## config.mk

```make
export PLATFORM = sky130hd
export DESIGN_NAME = dsss_chip_signal_generator_flat
export DESIGN_NICKNAME = d
export VERILOG_FILES = /design/src/rtl/core/dcsg_pkg.sv /design/src/rtl/core/dcsg_in_if.sv /design/src/rtl/core/dcsg_out_if.sv /design/src/rtl/core/dcsg_front.sv /design/src/rtl/core/dcsg_queue.sv /design/src/rtl/core/dcsg_back.sv /design/src/rtl/core/dsss_chip_signal_generator.sv /design/src/flat_wrapper.sv
export SDC_FILE = /design/constraint.sdc
export NUM_CORES = 2
export LEC_CHECK = 0
export ABC_AREA = 1
export BUFFER_PORTS_ARGS = -buffer_cell sky130_fd_sc_hd__buf_4
export CORE_MARGIN = 3
export CORE_UTILIZATION = 52
export CTS_CLUSTER_DIAMETER = 200
export CTS_CLUSTER_SIZE = 8
export DETAILED_ROUTE_END_ITERATION = 10
export GPL_TIMING_DRIVEN = 0
export HOLD_SLACK_MARGIN = 0.15
export PLACE_DENSITY_LB_ADDON = 0.12
export SYNTH_ARGS = -nofsm -noshare
export SYNTH_HDL_FRONTEND = slang
export SYNTH_SLANG_ARGS = --single-unit
```

## constraint.sdc

```tcl
create_clock -name clk -period 14.12 [get_ports clk]
set_clock_uncertainty 0.1 [all_clocks]
set_input_delay 0 -clock clk [delete_from_list [all_inputs] [get_ports clk]]
set_output_delay 0 -clock clk [all_outputs]
set_load 0.02 [all_outputs]
```

## src/rtl/core/dcsg_pkg.sv

```systemverilog
`timescale 1ns / 1ps
`default_nettype none

package dcsg_pkg;

	// Phase and table geometry
	localparam int PHASE_BITS     = 32;
	localparam int SINE_ADDR_BITS = 10;
	localparam int CODE_BITS      = 14;
	localparam int PH_W           = CODE_BITS + PHASE_BITS;
	localparam int QTR_BITS       = SINE_ADDR_BITS - 2;
	localparam int QTR_SIZE       = 1 << QTR_BITS;
	localparam int CARRIER_W      = 32;

	// code_rate alignment to the phase fraction
	localparam int RATE_SHL = (PHASE_BITS >= 32) ? PHASE_BITS - 32 : 0;
	localparam int RATE_SHR = (PHASE_BITS >= 32) ? 0 : 32 - PHASE_BITS;

	// Configuration port
	localparam int CFG_IDX_W   = 3;
	localparam int CFG_DATA_W  = 33;
	localparam int CODE_RATE_W = 33;

	typedef enum logic [CFG_IDX_W-1:0] {
		REG_CODE_RATE    = 3'd0,
		REG_CARRIER_STEP = 3'd1,
		REG_SIGNAL_PEAK  = 3'd2,
		REG_MODULATE     = 3'd3,
		REG_OUTPUT_GAIN  = 3'd4
	} cfg_reg_t;

	localparam logic [CODE_RATE_W-1:0] CODE_RATE_RST    = 33'h1_0000_0000;
	localparam logic [31:0]            CARRIER_STEP_RST = 32'd756987680;
	localparam logic [15:0]            SIGNAL_PEAK_RST  = 16'd2185;
	localparam logic                   MODULATE_RST     = 1'b0;
	localparam logic [3:0]             OUTPUT_GAIN_RST  = 4'd5;

	// Spreading codes, bit i is chip i of the reversed code
	localparam logic [127:0] INNER_CODE = 128'hF36985D6F610E778_BA1F5022913D7950;
	localparam logic [127:0] OUTER_CODE = 128'hE122213F996F21B1_6A9697DBEA898D98;

	// Queue between front and back (depth is a power of two)
	localparam int QDEPTH = 4;
	localparam int QPTR_W = $clog2(QDEPTH);

	// Datapath widths
	localparam int V_W     = 21;   // +-peak plus 16*noise
	localparam int SINE_W  = 17;   // Q1.15 sine, holds +2^15 too
	localparam int PROD_W  = V_W + SINE_W;
	localparam int GPROD_W = PROD_W + 4;

	localparam logic signed [SINE_W-1:0] SINE_ONE = 17'sh08000;

	typedef struct packed {
		logic signed [15:0]         noise;
		logic [CODE_BITS-1:0]       code_idx;
		logic [SINE_ADDR_BITS-1:0]  sine_addr;
	} item_t;

	typedef struct packed {
		logic  valid;
		item_t item;
	} q_push_t;

	typedef struct packed {
		logic full;
		logic empty;
	} q_stat_t;

	// Quarter-wave sine table, Q30 series to x^13 evaluated at elaboration
	typedef logic [14:0] qtr_tab_t [QTR_SIZE];

	localparam logic [63:0] Q30_ONE     = 64'd1 << 30;
	localparam logic [63:0] Q30_HALF_PI = 64'd1686629713;
	localparam logic [63:0] SER_D6      = 64'd156;
	localparam logic [63:0] SER_D5      = 64'd110;
	localparam logic [63:0] SER_D4      = 64'd72;
	localparam logic [63:0] SER_D3      = 64'd42;
	localparam logic [63:0] SER_D2      = 64'd20;
	localparam logic [63:0] SER_D1      = 64'd6;

	function automatic qtr_tab_t build_qtr();
		qtr_tab_t    tab;
		logic [63:0] x;
		logic [63:0] x2;
		logic [63:0] t;
		logic [63:0] s;
		for (int k = 0; k < QTR_SIZE; k++) begin
			x  = (64'(2 * k + 1) * Q30_HALF_PI) >> (QTR_BITS + 1);
			x2 = (x * x) >> 30;
			t  = Q30_ONE;
			t  = Q30_ONE - ((x2 * t) >> 30) / SER_D6;
			t  = Q30_ONE - ((x2 * t) >> 30) / SER_D5;
			t  = Q30_ONE - ((x2 * t) >> 30) / SER_D4;
			t  = Q30_ONE - ((x2 * t) >> 30) / SER_D3;
			t  = Q30_ONE - ((x2 * t) >> 30) / SER_D2;
			t  = Q30_ONE - ((x2 * t) >> 30) / SER_D1;
			s  = (x * t) >> 30;
			s  = (s + (64'd1 << 14)) >> 15;
			if (s > 64'd32767)
				s = 64'd32767;
			tab[k] = s[14:0];
		end
		return tab;
	endfunction

	localparam qtr_tab_t QTR_SINE = build_qtr();

endpackage

`default_nettype wire

```

## src/rtl/core/dcsg_in_if.sv

```systemverilog
`timescale 1ns / 1ps
`default_nettype none

interface dcsg_in_if;
	logic               valid;
	logic               ready;
	logic signed [15:0] noise_sample;

	modport source (output valid, output noise_sample, input ready);
	modport sink (input valid, input noise_sample, output ready);
endinterface

`default_nettype wire

```

## src/rtl/core/dcsg_out_if.sv

```systemverilog
`timescale 1ns / 1ps
`default_nettype none

interface dcsg_out_if;
	logic              valid;
	logic              ready;
	logic signed [7:0] sample;
	logic              chip_bit;
	logic              clipped;

	modport source (output valid, output sample, output chip_bit, output clipped, input ready);
	modport sink (input valid, input sample, input chip_bit, input clipped, output ready);
endinterface

`default_nettype wire

```

## src/rtl/core/dcsg_front.sv

```systemverilog
`timescale 1ns / 1ps
`default_nettype none

module dcsg_front (
	input  logic                              clk,
	input  logic                              arst_n,
	dcsg_in_if.sink                           noise_in,
	input  logic [dcsg_pkg::CODE_RATE_W-1:0]  code_rate,
	input  logic [dcsg_pkg::CARRIER_W-1:0]    carrier_step,
	input  logic                              q_full,
	output dcsg_pkg::q_push_t                 push
);
	import dcsg_pkg::*;

	logic [PH_W-1:0]      code_phase_q;
	logic [CARRIER_W-1:0] carrier_phase_q;
	logic [PH_W-1:0]      code_step;
	logic [PH_W-1:0]      code_next;
	logic [CARRIER_W-1:0] carrier_next;
	logic                 accept;

	assign noise_in.ready = !q_full;
	assign accept         = noise_in.valid && !q_full;

	// Align the rate to the phase fraction
	always_comb begin
		if (PHASE_BITS >= 32)
			code_step = PH_W'(code_rate) << RATE_SHL;
		else
			code_step = PH_W'(code_rate >> RATE_SHR);
	end

	assign code_next    = code_phase_q + code_step;
	assign carrier_next = carrier_phase_q + carrier_step;

	// Request into the queue: updated phases select chip and sine entry
	always_comb begin
		push.valid          = accept;
		push.item.noise     = noise_in.noise_sample;
		push.item.code_idx  = code_next[PH_W-1 -: CODE_BITS];
		push.item.sine_addr = carrier_next[CARRIER_W-1 -: SINE_ADDR_BITS];
	end

	// Phase accumulators
	always_ff @(posedge clk or negedge arst_n) begin
		if (!arst_n) begin
			code_phase_q    <= '0;
			carrier_phase_q <= '0;
		end else if (accept) begin
			code_phase_q    <= code_next;
			carrier_phase_q <= carrier_next;
		end
	end

endmodule

`default_nettype wire

```

## src/rtl/core/dcsg_queue.sv

```systemverilog
`timescale 1ns / 1ps
`default_nettype none

module dcsg_queue (
	input  logic              clk,
	input  logic              arst_n,
	input  dcsg_pkg::q_push_t push,
	input  logic              pop,
	output dcsg_pkg::item_t   head,
	output dcsg_pkg::q_stat_t stat
);
	import dcsg_pkg::*;

	item_t             mem_q [QDEPTH];
	logic [QPTR_W-1:0] wr_ptr_q;
	logic [QPTR_W-1:0] rd_ptr_q;
	logic [QPTR_W:0]   cnt_q;

	assign stat.full  = (cnt_q == (QPTR_W + 1)'(QDEPTH));
	assign stat.empty = (cnt_q == '0);
	assign head       = mem_q[rd_ptr_q];

	// Storage
	always_ff @(posedge clk) begin
		if (push.valid)
			mem_q[wr_ptr_q] <= push.item;
	end

	// Pointers and fill count
	always_ff @(posedge clk or negedge arst_n) begin
		if (!arst_n) begin
			wr_ptr_q <= '0;
			rd_ptr_q <= '0;
			cnt_q    <= '0;
		end else begin
			if (push.valid)
				wr_ptr_q <= wr_ptr_q + 1'b1;
			if (pop)
				rd_ptr_q <= rd_ptr_q + 1'b1;
			if (push.valid && !pop)
				cnt_q <= cnt_q + 1'b1;
			else if (!push.valid && pop)
				cnt_q <= cnt_q - 1'b1;
		end
	end

endmodule

`default_nettype wire

```

## src/rtl/core/dcsg_back.sv

```systemverilog
`timescale 1ns / 1ps
`default_nettype none

module dcsg_back (
	input  logic              clk,
	input  logic              arst_n,
	input  dcsg_pkg::item_t   head,
	input  dcsg_pkg::q_stat_t qstat,
	output logic              pop,
	input  logic [15:0]       signal_peak,
	input  logic              modulate_enable,
	input  logic [3:0]        output_gain,
	dcsg_out_if.source        sample_out
);
	import dcsg_pkg::*;

	// Pipeline control
	logic valid_s1, valid_s2, valid_s3, out_valid_q;
	logic adv;

	// Stage 1 inputs and registers
	logic                      chip_c;
	logic [QTR_BITS-1:0]       qtr_idx;
	logic signed [SINE_W-1:0]  sine_c;
	logic signed [V_W-1:0]     peak_c;
	logic signed [V_W-1:0]     v_c;
	logic signed [V_W-1:0]     v_s1;
	logic signed [SINE_W-1:0]  sine_s1;
	logic                      chip_s1;

	// Stage 2 and 3
	logic signed [PROD_W-1:0]  prod_s2;
	logic                      chip_s2;
	logic signed [GPROD_W-1:0] gprod_c;
	logic signed [GPROD_W-1:0] gprod_s3;
	logic                      chip_s3;

	// Rounding and saturation
	logic                      neg_c;
	logic [GPROD_W-1:0]        abs_c;
	logic [GPROD_W-1:0]        rnd_c;
	logic [GPROD_W-32:0]       mag_c;
	logic                      clip_c;
	logic signed [7:0]         res_c;

	logic signed [7:0]         sample_q;
	logic                      chip_q;
	logic                      clip_q;

	assign adv = !out_valid_q || sample_out.ready;
	assign pop = adv && !qstat.empty;

	// Chip lookup, chip value plus noise, sine table read
	always_comb begin
		chip_c  = INNER_CODE[head.code_idx[CODE_BITS-1 -: 7]] ^ ~OUTER_CODE[head.code_idx[6:0]];
		peak_c  = $signed({{(V_W - 16){1'b0}}, signal_peak});
		v_c     = (chip_c ? peak_c : -peak_c)
			+ $signed({{(V_W - 20){head.noise[15]}}, head.noise, 4'b0000});
		qtr_idx = head.sine_addr[QTR_BITS-1:0];
		if (head.sine_addr[QTR_BITS])
			qtr_idx = ~qtr_idx;
		sine_c  = $signed({2'b00, QTR_SINE[qtr_idx]});
		if (head.sine_addr[QTR_BITS+1])
			sine_c = -sine_c;
		if (!modulate_enable)
			sine_c = SINE_ONE;
	end

	assign gprod_c = prod_s2 * $signed({1'b0, output_gain});

	// Round half away from zero, then clamp to a signed byte
	always_comb begin
		neg_c = gprod_s3[GPROD_W-1];
		abs_c = neg_c ? GPROD_W'(-gprod_s3) : GPROD_W'(gprod_s3);
		rnd_c = abs_c + (GPROD_W'(1) << 30);
		mag_c = rnd_c[GPROD_W-1:31];
		if (neg_c) begin
			clip_c = mag_c > (GPROD_W - 31)'(128);
			res_c  = clip_c ? -8'sd128 : $signed(8'(8'd0 - mag_c[7:0]));
		end else begin
			clip_c = mag_c > (GPROD_W - 31)'(127);
			res_c  = clip_c ? 8'sd127 : $signed(mag_c[7:0]);
		end
	end

	// Valid bits
	always_ff @(posedge clk or negedge arst_n) begin
		if (!arst_n) begin
			valid_s1    <= 1'b0;
			valid_s2    <= 1'b0;
			valid_s3    <= 1'b0;
			out_valid_q <= 1'b0;
		end else if (adv) begin
			valid_s1    <= !qstat.empty;
			valid_s2    <= valid_s1;
			valid_s3    <= valid_s2;
			out_valid_q <= valid_s3;
		end
	end

	// Payload pipeline
	always_ff @(posedge clk) begin
		if (adv) begin
			v_s1     <= v_c;
			sine_s1  <= sine_c;
			chip_s1  <= chip_c;
			prod_s2  <= v_s1 * sine_s1;
			chip_s2  <= chip_s1;
			gprod_s3 <= gprod_c;
			chip_s3  <= chip_s2;
			sample_q <= res_c;
			chip_q   <= chip_s3;
			clip_q   <= clip_c;
		end
	end

	assign sample_out.valid    = out_valid_q;
	assign sample_out.sample   = sample_q;
	assign sample_out.chip_bit = chip_q;
	assign sample_out.clipped  = clip_q;

endmodule

`default_nettype wire

```

## src/rtl/core/dsss_chip_signal_generator.sv

```systemverilog
// Pipeline: an accepted request passes through the queue write, the table/chip stage,
// two multiply stages and the output register.
// Throughput: one request per cycle while the queue is not full; the 4-entry queue
// and the output register let the input and output stall independently.
// Reset: async active-low; phases clear to zero, registers take defaults,
// the sine table is constant and needs no fill.
`timescale 1ns / 1ps
`default_nettype none

module dsss_chip_signal_generator (
	input  logic                             clk,
	input  logic                             arst_n,
	input  logic                             cfg_we,
	input  logic [dcsg_pkg::CFG_IDX_W-1:0]   cfg_index,
	input  logic [dcsg_pkg::CFG_DATA_W-1:0]  cfg_wdata,
	dcsg_in_if.sink                          noise_in,
	dcsg_out_if.source                       sample_out
);
	import dcsg_pkg::*;

	logic [CODE_RATE_W-1:0] code_rate_q;
	logic [CARRIER_W-1:0]   carrier_step_q;
	logic [15:0]            signal_peak_q;
	logic                   modulate_q;
	logic [3:0]             gain_q;

	q_push_t push;
	q_stat_t qstat;
	item_t   head;
	logic    pop;

	// Configuration registers
	always_ff @(posedge clk or negedge arst_n) begin
		if (!arst_n) begin
			code_rate_q    <= CODE_RATE_RST;
			carrier_step_q <= CARRIER_STEP_RST;
			signal_peak_q  <= SIGNAL_PEAK_RST;
			modulate_q     <= MODULATE_RST;
			gain_q         <= OUTPUT_GAIN_RST;
		end else if (cfg_we) begin
			unique case (cfg_index)
				REG_CODE_RATE:    code_rate_q    <= cfg_wdata[CODE_RATE_W-1:0];
				REG_CARRIER_STEP: carrier_step_q <= cfg_wdata[CARRIER_W-1:0];
				REG_SIGNAL_PEAK:  signal_peak_q  <= cfg_wdata[15:0];
				REG_MODULATE:     modulate_q     <= cfg_wdata[0];
				REG_OUTPUT_GAIN:  gain_q         <= cfg_wdata[3:0];
				default: ;
			endcase
		end
	end

	dcsg_front u_front (
		.clk          (clk),
		.arst_n       (arst_n),
		.noise_in     (noise_in),
		.code_rate    (code_rate_q),
		.carrier_step (carrier_step_q),
		.q_full       (qstat.full),
		.push         (push)
	);

	dcsg_queue u_queue (
		.clk    (clk),
		.arst_n (arst_n),
		.push   (push),
		.pop    (pop),
		.head   (head),
		.stat   (qstat)
	);

	dcsg_back u_back (
		.clk             (clk),
		.arst_n          (arst_n),
		.head            (head),
		.qstat           (qstat),
		.pop             (pop),
		.signal_peak     (signal_peak_q),
		.modulate_enable (modulate_q),
		.output_gain     (gain_q),
		.sample_out      (sample_out)
	);

`ifndef SYNTHESIS
	a_queue_state: assert property (@(posedge clk) disable iff (!arst_n)
		!(qstat.full && qstat.empty))
		else $error("queue reports full and empty");

	a_clip_value: assert property (@(posedge clk) disable iff (!arst_n)
		sample_out.valid && sample_out.clipped |->
			sample_out.sample == 8'sd127 || sample_out.sample == -8'sd128)
		else $error("clipped sample not at a rail");

	a_zero_gain: assert property (@(posedge clk) disable iff (!arst_n)
		sample_out.valid && gain_q == 4'd0 |->
			sample_out.sample == 8'sd0 && !sample_out.clipped)
		else $error("nonzero sample with zero gain");
`endif

endmodule

`default_nettype wire

```

## src/flat_wrapper.sv

```systemverilog
// flat-port wrapper written by rule: the top's interface ports become plain ports
module dsss_chip_signal_generator_flat import dcsg_pkg::*;
  (clk, arst_n, cfg_we, cfg_index, cfg_wdata, noise_in_valid, noise_in_noise_sample, noise_in_ready, sample_out_valid, sample_out_sample, sample_out_chip_bit, sample_out_clipped, sample_out_ready);
  dcsg_in_if noise_in_i ();
  dcsg_out_if sample_out_i ();
  input  logic clk;
  input  logic arst_n;
  input  logic cfg_we;
  input  logic [dcsg_pkg::CFG_IDX_W-1:0] cfg_index;
  input  logic [dcsg_pkg::CFG_DATA_W-1:0] cfg_wdata;
  input wire logic [$bits(noise_in_i.valid)-1:0] noise_in_valid;
  input wire logic [$bits(noise_in_i.noise_sample)-1:0] noise_in_noise_sample;
  output wire logic [$bits(noise_in_i.ready)-1:0] noise_in_ready;
  output wire logic [$bits(sample_out_i.valid)-1:0] sample_out_valid;
  output wire logic [$bits(sample_out_i.sample)-1:0] sample_out_sample;
  output wire logic [$bits(sample_out_i.chip_bit)-1:0] sample_out_chip_bit;
  output wire logic [$bits(sample_out_i.clipped)-1:0] sample_out_clipped;
  input wire logic [$bits(sample_out_i.ready)-1:0] sample_out_ready;
  assign noise_in_i.valid = noise_in_valid;
  assign noise_in_i.noise_sample = noise_in_noise_sample;
  assign noise_in_ready = noise_in_i.ready;
  assign sample_out_valid = sample_out_i.valid;
  assign sample_out_sample = sample_out_i.sample;
  assign sample_out_chip_bit = sample_out_i.chip_bit;
  assign sample_out_clipped = sample_out_i.clipped;
  assign sample_out_i.ready = sample_out_ready;
  dsss_chip_signal_generator u_core (.clk(clk), .arst_n(arst_n), .cfg_we(cfg_we), .cfg_index(cfg_index), .cfg_wdata(cfg_wdata), .noise_in(noise_in_i), .sample_out(sample_out_i));
endmodule
```

==> qor.csv <==
metric,value,unit
start_kind,flop,
cts-root-buf,clkbuf_16,
initial_core_util,52.7,%
cts_tree,done,
drive_above_1_share,5.13,%
area_growth,11.2,%
synth_compound_area_share,8.66,%
crit_arrival,8.01,ns
cts_resized,0,
drtIter0Drc,3409,
num-nets-final,6976,
synth_mux_area_share,0.0722,%
synth_xor_area_share,3.66,%
n_fill_cell,8140,
worstPathRequired,14.39,ns
vias_per_cell,5.41,
core,88800,um2
avgSynthCellArea,7.89,um2
cp_slowest_cell,fa_1,
hpwl,116000,um
hold_viol,0,
routabilityCongestion,1.04,
ys_async_sr_fraction,37.6,%
hold_path.class,in2reg,
rsz0062_at_grt,no,
grt_usage,32.0,%
antenna_found_initial,0,
ys_seq_area_share,28.1,%
ys_seq_elements,466,
fin_setup_tns,0,ns
post_cts_buffers,0,
synth_fp_nets,6738,
totalWireLength,149000,um
synth_top_area_cell,fa_1,
numCtsBuffers,68,
clk_latency,0.67,ns
cpPeakStageDelay,0.59,ns
multi_input_area,28300,um2
worstSetupPathType,reg2reg,
vias,39979,
synth_top_family_by_area,adder cells,
yosysWarnings,0,
setup_viol,0,
final_max_slew_viol_count,0,
cp-end-kind,flop,
ys_top_cells_by_area,"fa_1 (19%), edfxtp_1 (19%), nand2_1 (13%), inv_1 (9.2%), ha_1 (8.3%)",
synth_enable_flop_cells,291,
port_buffers,68,
synth.cell_area,46800,um2
postLayoutCellArea,52000,um2
fin_crit,7.74,ns
dieArea,93700,um2
path_max_fanout,10,
wire_per_inst,20.2,um
ant_nets,0,
grt_pass1_wl,230000,um
ios,69,
outcome,"finished, final reports clean",
drc,0,
grt-ovfl-total,0,
dpl-instance-area,49000,um2
max_freq,0.129,GHz
synth.most_common_cell,nand2_1,
netlist-cell-type-count,62,
grt_pass1_vias,39359,
cts_sinks,466,
period_share,54.8,%
synthFlopType,edfxtp_1,
r2r_slack,6.38,ns
max_slew_margin,26.0,%
synthTopCellsByCount,"nand2_1 (1639), inv_1 (1153), fa_1 (439), nor2_1 (352), ha_1 (310)",
cts_buffer_depth,3,
first_pass_iters,8,
synthAdderAreaFrac,27.1,%
dieWidth,306,um
worst_pin_slew,1.11,ns
max_cap_viol_count,0,
synth_top_cell_area_share,18.8,%
synthCells,5932,
dieHeight,306,um
cts.clk_slew.worst_paths,0.06,ns
synthSimpleGateAreaFrac,20.9,%
htreeDepth,3,
grt_max_degree,116,
num_rows,109,
regArea,13100,um2
-- registers in the layout, summed over array words and instances, names as in the netlist, 8 cells and up --
register                         count
u_core.u_queue.mem_q               160
u_core.u_front.code_phase_q         46
u_core.u_back.gprod_s3              42
u_core.u_back.prod_s2               38
u_core.code_rate_q                  33
u_core.carrier_step_q               32
u_core.u_front.carrier_phase_q      32
u_core.u_back.v_s1                  21
u_core.u_back.sine_s1               17
u_core.signal_peak_q                16
u_core.u_back.sample_out.sample      8
-- worst paths after layout --
| path | start | endpoint | cells past startpoint |
|---|---|---|---|
| worst max-delay path | u_core.u_back.v_s1[8]$_DFFE_PP_ | u_core.u_back.prod_s2[31]$_DFFE_PP_ | 26 |
| worst min-delay path | noise_in_valid | u_core.u_front.code_phase_q[9]$_DFFE_PN0P_ | 4 |
| worst max register to register | u_core.u_back.v_s1[8]$_DFFE_PP_ | u_core.u_back.prod_s2[31]$_DFFE_PP_ | 26 |
| worst min register to register | u_core.u_back.chip_s3$_DFFE_PP_ | u_core.u_back.sample_out.chip_bit$_DFFE_PP_ | 0 |
| max in group asynchronous | arst_n | u_core.gain_q[3]$_DFFE_PN0P_ | 4 |
| min in group asynchronous | arst_n | u_core.signal_peak_q[0]$_DFFE_PN1P_ | 3 |
-- per-stage QoR --
| step | setup slack [ns] | util (%) | hold slack, ns | std cells |
|---|---|---|---|---|
| 2_1_floorplan | 7.57 | - | -0.396 | 5932 |
| 3_3_place_gp | 6.50 | 54.9 | 0.0998 | 7165 |
| 3_5_place_dp | 6.50 | 55.2 | -0.127 | 7172 |
| 4_1_cts | 6.48 | 58.6 | 0.175 | 7386 |
| 5_1_grt | 6.04 | 58.6 | 0.234 | 7386 |
| 6_report | 6.38 | 58.6 | 0.198 | 7388 |
-- cell type report --
class,instances,area share (%)
Timing Repair Buffer,168,3.12
Antenna cell,2,0.00962
Inverter,1166,8.41
Tap cell,1165,2.80
Buffer,210,1.96
Sequential cell,466,25.3
Multi-Input combinational cell,4090,54.4
Clock buffer,112,3.59
Clock inverter,9,0.450
-- routing by layer --
| metal | GRT usage (%) | vias to the layer above | share of wire [%] |
|---|---|---|---|
| li1 | - | 18925 | - |
| met1 | 44.8 | 19259 | 44 |
| met2 | 50.1 | 1505 | 44 |
| met3 | 6.16 | 290 | 8.2 |
| met4 | 11.2 | 0 | 3.6 |
| met5 | 0 | - | 0 |
-- layout by cell type, fill, tap and decap left out, types with 153 or more instances in the layout --
cell,netlist,final
edfxtp_1,291,291
fa_1,439,439
inv_1,1153,1153
nor2_1,352,348
a21oi_1,239,239
nand3_1,286,286
dfrtp_1,153,153
o21ai_0,306,306
clkbuf_1,132,176
nand2_1,1639,1638
ha_1,310,310
-- kinds of logic (layout without fill, tap and decap cells) --
logic type	after synthesis	count (layout)
and+or+nand+nor	2416	2416
buffers and inverters	1376	1665
adders and majority gates	749	749
AOI/OAI and AO/OA	728	728
DFF	466	466
xor gates and xnor gates	194	194
muxes	3	3
other	0	2
-- critical path, delay by kind of cell, from the launching register on --
family / cells / cell delay [ns]
flops: 1 / 0.31
xor+xnor: 1 / 0.09
compound gates: 7 / 1.86
buf+inv: 8 / 1.32
fa+ha+maj: 7 / 3.44
simple gates: 3 / 0.36
-- what timing repair did --
item	4_1_cts	5_1_grt
endpoints found under the hold margin	366	0
hold buffers	93	0
setup endpoints to repair	0	0
Power is left out: the tool's default activity adds up to more than one toggle a clock period on the data nets, which glitch-free logic cannot reach.
